==> config.mk <==
export PLATFORM = sky130hd
export DESIGN_NAME = lfsr_rule90_hybrid_prng
export DESIGN_NICKNAME = d
export VERILOG_FILES = /design/src/design/lrhp_pkg.sv /design/src/design/lfsr_rule90_hybrid_prng.sv /design/src/design/lrhp_cell.sv
export SDC_FILE = /design/constraint.sdc
export NUM_CORES = 1
export LEC_CHECK = 0
export BUFFER_PORTS_ARGS = -buffer_cell sky130_fd_sc_hd__clkbuf_2
export CAP_MARGIN = 10
export CORE_ASPECT_RATIO = 0.8
export CORE_MARGIN = 4
export CORE_UTILIZATION = 60
export DETAILED_ROUTE_END_ITERATION = 10
export HOLD_SLACK_MARGIN = 0.08
export PLACE_DENSITY = 0.81
export SETUP_SLACK_MARGIN = 0.2
export SYNTH_ARGS = -nofsm -noshare
export SYNTH_HDL_FRONTEND = slang
export SYNTH_SLANG_ARGS = --single-unit
==> constraint.sdc <==
create_clock -name clk -period 4.6 [get_ports clk]
set_clock_uncertainty 0.05 [all_clocks]
set_input_delay 1.15 -clock clk [delete_from_list [all_inputs] [get_ports clk]]
set_output_delay 1.15 -clock clk [all_outputs]
set_load 0.005 [all_outputs]
==> src/design/lrhp_pkg.sv <==
// ----------------------------------------------------------------------------
// lrhp_pkg
// Shared types and constants for the hybrid LFSR / rule-90 generator.
// ----------------------------------------------------------------------------
`default_nettype none

package lrhp_pkg;

  localparam int unsigned WORD_W = 32;
  localparam int unsigned STEP_W = 6;
  localparam int unsigned TAP_HI = 31;
  localparam int unsigned TAP_MID = 21;

  localparam logic OP_RESEED = 1'b0;
  localparam logic OP_DRAW   = 1'b1;

  // per-cycle command broadcast along the cell row
  typedef struct packed {
    logic load;
    logic shift;
    logic gen;
  } lrhp_ctrl_t;

endpackage

`default_nettype wire

==> src/design/lfsr_rule90_hybrid_prng.sv <==
// ----------------------------------------------------------------------------
// lfsr_rule90_hybrid_prng
// Pseudo-random word generator: 32-bit LFSR XOR a 32-cell periodic rule-90
// automaton, built as a row of bit-slice cells.
// ----------------------------------------------------------------------------
// A reseed beat (opcode 0) loads the LFSR with the seed, the automaton with
// the seed bit-reversed and the step count with the seed's low six bits; it
// gives no result and leaves the block idle for the next beat. A draw beat
// (opcode 1) shifts the LFSR once, then runs the automaton one generation per
// cycle for the current step count, and the block takes no new beat until it
// is done. The result sits in an output register, so the next beat can be
// taken while it waits; a later draw holds at its end until the register is
// free. Result low six bits become the next step count.
`default_nettype none

module lfsr_rule90_hybrid_prng (
  input  wire logic        clk,
  input  wire logic        rst_n,
  input  wire logic        in_valid,
  output logic             in_ready,
  input  wire logic        in_opcode,
  input  wire logic [31:0] in_seed_value,
  output logic             out_valid,
  input  wire logic        out_ready,
  output logic [31:0]      out_random_word
);

  localparam int unsigned W  = lrhp_pkg::WORD_W;
  localparam int unsigned SW = lrhp_pkg::STEP_W;

  localparam logic ST_IDLE = 1'b0;
  localparam logic ST_RUN  = 1'b1;

  logic          state_r, state_nxt;
  logic [SW-1:0] step_r, step_nxt;
  logic [SW-1:0] cnt_r, cnt_nxt;
  logic          out_valid_r, out_valid_nxt;
  logic [W-1:0]  out_word_r, out_word_nxt;

  lrhp_pkg::lrhp_ctrl_t ctrl;
  logic [W-1:0] lfsr_q;
  logic [W-1:0] ca_q;
  logic [W-1:0] lfsr_in;
  logic         fb;
  logic         in_acc;
  logic         finish;
  logic [W-1:0] word;

  assign in_ready = (state_r == ST_IDLE);
  assign in_acc   = in_valid && in_ready;
  assign fb       = ~(lfsr_q[lrhp_pkg::TAP_HI] ^ lfsr_q[lrhp_pkg::TAP_MID]
                      ^ lfsr_q[1] ^ lfsr_q[0]);
  assign word     = lfsr_q ^ ca_q;
  assign finish   = (state_r == ST_RUN) && (cnt_r == '0)
                    && (!out_valid_r || out_ready);

  always_comb begin
    ctrl.load  = in_acc && (in_opcode == lrhp_pkg::OP_RESEED);
    ctrl.shift = in_acc && (in_opcode == lrhp_pkg::OP_DRAW);
    ctrl.gen   = (state_r == ST_RUN) && (cnt_r != '0);
  end

  always_comb begin
    lfsr_in[0] = fb;
    for (int i = 1; i < W; i++) begin
      lfsr_in[i] = lfsr_q[i-1];
    end
  end

  for (genvar g = 0; g < W; g++) begin : g_cell
    lrhp_cell u_cell (
      .clk       (clk),
      .rst_n     (rst_n),
      .ctrl      (ctrl),
      .seed_lfsr (in_seed_value[g]),
      .seed_ca   (in_seed_value[W-1-g]),
      .lfsr_in   (lfsr_in[g]),
      .ca_left   (ca_q[(g + W - 1) % W]),
      .ca_right  (ca_q[(g + 1) % W]),
      .lfsr_q    (lfsr_q[g]),
      .ca_q      (ca_q[g])
    );
  end

  always_comb begin
    state_nxt     = state_r;
    step_nxt      = step_r;
    cnt_nxt       = cnt_r;
    out_valid_nxt = out_valid_r && !out_ready;
    out_word_nxt  = out_word_r;
    unique case (state_r)
      ST_IDLE: begin
        if (ctrl.load) begin
          step_nxt = in_seed_value[SW-1:0];
        end else if (ctrl.shift) begin
          cnt_nxt   = step_r;
          state_nxt = ST_RUN;
        end
      end
      ST_RUN: begin
        if (ctrl.gen) begin
          cnt_nxt = cnt_r - 1'b1;
        end else if (finish) begin
          out_valid_nxt = 1'b1;
          out_word_nxt  = word;
          step_nxt      = word[SW-1:0];
          state_nxt     = ST_IDLE;
        end
      end
      default: state_nxt = ST_IDLE;
    endcase
  end

  always_ff @(posedge clk) begin
    if (!rst_n) begin
      state_r     <= ST_IDLE;
      step_r      <= '0;
      cnt_r       <= '0;
      out_valid_r <= 1'b0;
    end else begin
      state_r     <= state_nxt;
      step_r      <= step_nxt;
      cnt_r       <= cnt_nxt;
      out_valid_r <= out_valid_nxt;
    end
  end

  always_ff @(posedge clk) begin
    out_word_r <= out_word_nxt;
  end

  assign out_valid       = out_valid_r;
  assign out_random_word = out_word_r;

endmodule

`default_nettype wire

==> src/design/lrhp_cell.sv <==
// ----------------------------------------------------------------------------
// lrhp_cell
// One slice of the generator: one LFSR bit and one rule-90 automaton cell.
// ----------------------------------------------------------------------------
`default_nettype none

module lrhp_cell (
  input  wire logic              clk,
  input  wire logic              rst_n,
  input  wire lrhp_pkg::lrhp_ctrl_t ctrl,
  input  wire logic              seed_lfsr,
  input  wire logic              seed_ca,
  input  wire logic              lfsr_in,
  input  wire logic              ca_left,
  input  wire logic              ca_right,
  output logic                   lfsr_q,
  output logic                   ca_q
);

  logic lfsr_r, lfsr_nxt;
  logic ca_r, ca_nxt;

  always_comb begin
    lfsr_nxt = lfsr_r;
    ca_nxt   = ca_r;
    if (ctrl.load) begin
      lfsr_nxt = seed_lfsr;
      ca_nxt   = seed_ca;
    end else begin
      if (ctrl.shift) begin
        lfsr_nxt = lfsr_in;
      end
      if (ctrl.gen) begin
        ca_nxt = ca_left ^ ca_right;
      end
    end
  end

  always_ff @(posedge clk) begin
    if (!rst_n) begin
      lfsr_r <= 1'b0;
      ca_r   <= 1'b0;
    end else begin
      lfsr_r <= lfsr_nxt;
      ca_r   <= ca_nxt;
    end
  end

  assign lfsr_q = lfsr_r;
  assign ca_q   = ca_r;

endmodule

`default_nettype wire

# Yosys cells after proc, flatten, opt, wreduce, memory -nomap -nowiden
# Index checks and enable logic that the tools add are counted.
# op_classes
addsub,1
mux,144
bitwise,40
eq_ne,6
n_reduce_logical,17
# ops
op,n
1-bit 2-to-1 mux,135
6-bit 2-to-1 mux,6
1-bit bitwise XOR,35
32-bit bitwise XOR,1
6-bit case mux with 2 select lines,2
3-bit AND reduction,3
2-bit by 1-bit inequality test with 1-bit output (second input constant),4
1-bit logical AND,7
6-bit zero test,1
6-bit nonzero test,1
6-bit by 1-bit subtractor with 6-bit output (second input constant),1
2-bit inequality test (second input constant),2
1-bit inverter,4
2-bit nonzero test,2
1-bit zero test,2
1-bit case mux with 2 select lines,1
1-bit logical OR,1
# totals
wordCells,277
out_inout_bits,34
reg_bits,110
in_bits,37

# Logic depth before layout (Yosys ltp)
# depth
depth_word,6
depth_mapped,7
depth_no_buf,6

# By module
# A second synthesis with hierarchy kept.
# hier_totals
hier_cells,482
area_unflattened_um2,5527.8
# modules_own_cells
mod,area_per_inst_um2,instances,cells_each,seq_area_each_um2
lrhp_cell,107.6,32,10,40.0
lfsr_rule90_hybrid_prng,2084.5,1,162,1241.2

# Worst setup path after synthesis
# Ideal clock, no wire load.
# synth_timing
kind,input -> register
from,input out_ready
to,"register out_word_r[0], in the netlist out_random_word[0] (enable)"
path_buffers,0
t_arrival_ns,2.558
required_ns,4.129
setup_ns,0.421
path_slack_ns,1.570
cell_stages,2
path_cell_list,nor2b_1 > nor2_1
# synth_via
elab_chain_cells,3
# synth_rtl
item,line,text
start: declaration,lfsr_rule90_hybrid_prng.sv:24,"input wire logic out_ready,"
1-bit logical OR,lfsr_rule90_hybrid_prng.sv:55,&& (!out_valid_r || out_ready);
1-bit logical AND,lfsr_rule90_hybrid_prng.sv:55,
3-bit AND reduction (no source line),--,
end signal: assignment,lfsr_rule90_hybrid_prng.sv:129,out_word_r <= out_word_nxt;
end: declaration,lfsr_rule90_hybrid_prng.sv:38,"logic [W-1:0] out_word_r, out_word_nxt;"
# Every way passes these cells.
# A chain may end at the register's enable or synchronous reset.

# Worst setup path in the final report
# layout_timing
from,register cnt_r[0]
to,"register out_word_r[14], in the netlist out_random_word[14] (enable)"
# layout_via
elab_chain_cells,4
word_cells_on_any_way,7
cone_classes,bitwise (1); reduce/logical (6)
# layout_rtl
item,line,text
start: declaration,lfsr_rule90_hybrid_prng.sv:36,"logic [SW-1:0] cnt_r, cnt_nxt;"
start signal: assignment,lfsr_rule90_hybrid_prng.sv:123,cnt_r <= cnt_nxt;
6-bit zero test or 6-bit nonzero test (tied branches),"lfsr_rule90_hybrid_prng.sv:54, lfsr_rule90_hybrid_prng.sv:60",
1-bit logical AND (on tied branches),"lfsr_rule90_hybrid_prng.sv:54, lfsr_rule90_hybrid_prng.sv:60",
1-bit logical AND or 1-bit inverter (tied branches),--,
3-bit AND reduction (no source line) *,--,
# Every way passes the cells marked *; elsewhere a longest branch is shown, timed or not.

==> qor.csv <==
stage;metric;value;unit
sta;setup_viol;0;
die;initial_core_util;62.8;%
detailed_routing;vias_per_cell;5.88;
sta;final.setup.worst_slack;2.06;ns
yosys;yosys-top-cells-area;dfxtp_1, edfxtp_1, xor2_1;
detailed_routing;via_count;3823;
placement;preCtsSetupSlack;1.74;ns
clock_network;htree_num_levels;3;
layout;antenna_cells;0;
sta;fmax;394;MHz
die;io-pin-count;71;
yosys;netlist_area;5060;um^2
placement;gp_congestion;0.824;
worst_setup_path;cp.required;4.62;ns
die;fp-row-count;29;
sta;finalCriticalPeriod;2.54;ns
placement;dp_hpwl;7740;um
pwr;p_leak;2.44;nW
global_routing;overflow;0;
yosys;synth_commonest_cells;dfxtp_1, xor2_1, nor2_1, nand2_1, mux2i_1;
detailed_routing;ant_nets;0;
die;coreArea;8060;um^2
yosys;syn_avg_cell_area;10.5;um^2
clock_network;post_cts_buffers;0;
placement;dp_cells;634;
hold_path;min_path_type;reg2reg;
detailed_routing;firstDrtPassIters;5;
yosys;ys.flop_type;dfxtp_1;
die;die-area;9970;um^2
detailed_routing;wire_per_inst;17.3;um
yosys;yosysTopAreaCell;dfxtp_1;
global_routing;antenna_found_initial;0;
sta;tightest_slew;0.919;ns
detailed_routing;drt_iter0_markers;251;
outcome;outcome;finished clean;
yosys;synth_top_area_share;30.9;%
yosys;synthCells;480;
pwr;p_per_area;369;nW/um^2
yosys;ys_seq_area_share;49.9;%
worst_setup_path;cp_max_fo;18;
detailed_routing;wirelength;11200;um
clock_network;cts_buffer_depth;2;
sta;final_hold_viol_count;0;
placement;port_buffers;70;
clock_network;root_buffer;clkbuf_8;
yosys;async_reset_ff_share;0;%
yosys;synth_cell_types;44;
sta;maxSlewViolCount;0;
clock_network;clkLatencyLatePin;0.37;ns
global_routing;grt_start_max_net_pins;67;
layout;fin_cells;650;
layout;nNetsFinal;576;
global_routing;grt_usage;22.7;%
yosys;ys_ff_latch;110;
yosys;syn_nets;519;
clock_network;cts_made_buffers;9;
yosys;synth_most_common_cell;dfxtp_1;
sta;period_share;55.2;%
clock_network;postCtsResizedCells;0;
run;maxCapViolCount;0;
sta;rsz0062_at_grt;false;
global_routing;grt_pass1_vias;3700;
die;die_h;90.1;um
global_routing;grt_pass1_wl;18700;um
worst_setup_path;worstPathArrival;2.56;ns
clock_network;cts_hold_repair.buffers;0;
clock_network;path_clk_slew;0.10;ns
layout;drive_gt1_share;19.4;%
die;die-width;111;um
sta;timing.slew.headroom;38.6;%
clock_network;cts_sinks;110;
worst_setup_path;end_kind;flip-flop;
yosys;yosysWarnings;0;
clock_network;cts_tree;done;
layout;area_growth;11.5;%
detailed_routing;drc_errors;0;
yosys;synth_edf_count;32;
worst_setup_path;start_kind;flip-flop;
worst_setup_path;crit_type;reg2reg;
pwr;max-vdd-ir-drop;0.000176;V
sta;fin_setup_tns;0;ns
## area by class of cell
cell class	instances	area, um^2
well taps	108	135
inverters	10	40.0
flip-flops and latches	110	2520
fillers	623	2420
repair buffers	77	403
clock inverters	7	72.6
clock buffers	9	124
multi-input cells	329	2340
## worst max-delay path, stage by stage (launching register included)
cell and delay, ns:
dfxtp_1 0.35, inv_1 0.09, ha_1 0.18, and2b_1 0.27, nand3_1 0.18, nor2_2 0.73, buf_4 0.39
## stage by stage
stage / utilization [%] / area (um^2) / power [mW] / hold WS (ns)
after global placement: 67.6 / 5440 / 1.50 / 0.418
after global routing: 70.0 / 5640 / 2.17 / 0.472
final: 70.0 / 5640 / 2.08 / 0.436
after CTS: 70.0 / 5640 / 2.08 / 0.438
after detailed placement: 67.6 / 5440 / 1.52 / 0.423
after floorplan: - / 5060 / 1.41 / 0.407
## report_power, final
part | switching, mW | internal, mW | total [mW]
Clock | 0.328 | 0.253 | 0.581
Sequential | 0.0689 | 1.09 | 1.16
Combinational | 0.196 | 0.146 | 0.342
## cell families (layout without fill, tap and decap cells)
group / count (synthesis) / count (layout) / synth area share, %
AOI/OAI and AO/OA: 119 / 119 / 16.6
xor gates and xnor gates: 67 / 67 / 11.6
adders and majority gates: 2 / 2 / 0.495
buffers and inverters: 41 / 103 / 4.06
DFF: 110 / 110 / 49.9
muxes: 44 / 44 / 8.85
and+or+nand+nor: 97 / 97 / 8.48
## per-layer routing
metal / wire (um) / track usage [%]
met3: 662 / 5.70
met2: 5460 / 37.7
met4: 141 / 5.44
met1: 4990 / 29.9
met5: 0 / 0
## sequential cells by signal, indices dropped and copies added (netlist names)
name	count
g_cell.u_cell.ca_q	32
g_cell.u_cell.lfsr_q	32
state_r	1
out_valid	1
step_r	6
cnt_r	6
out_random_word	32
## path summary, 6_finish.rpt
path	start	slack [ns]	end	depth (start not counted)
setup reg to reg	cnt_r[0]	2.06	out_random_word[14]	6
setup / recovery	cnt_r[0]	2.06	out_random_word[14]	6
hold / removal	cnt_r[1]	0.44	cnt_r[1]	2
hold reg to reg	cnt_r[1]	0.44	cnt_r[1]	2
## placed cells by master, fill, tap and decap left out, types with 2 or more instances in the layout
cell type,Yosys,layout
a211oi_1,31,31
a21oi_1,37,37
a221o_1,2,2
a22oi_1,34,34
a31oi_1,2,2
buf_4,1,7
clkbuf_2,0,70
clkbuf_8,0,9
clkinv_4,0,2
dfxtp_1,78,78
edfxtp_1,32,32
ha_1,2,2
inv_1,9,8
mux2_1,3,3
mux2_2,3,3
mux2i_1,38,38
nand2_1,39,39
nand2b_1,2,2
nand3_1,5,5
nor2_1,40,39
nor2b_1,3,2
o21ai_0,3,3
xnor2_1,3,3
xor2_1,64,64
Power figures use the tool's default switching activity.
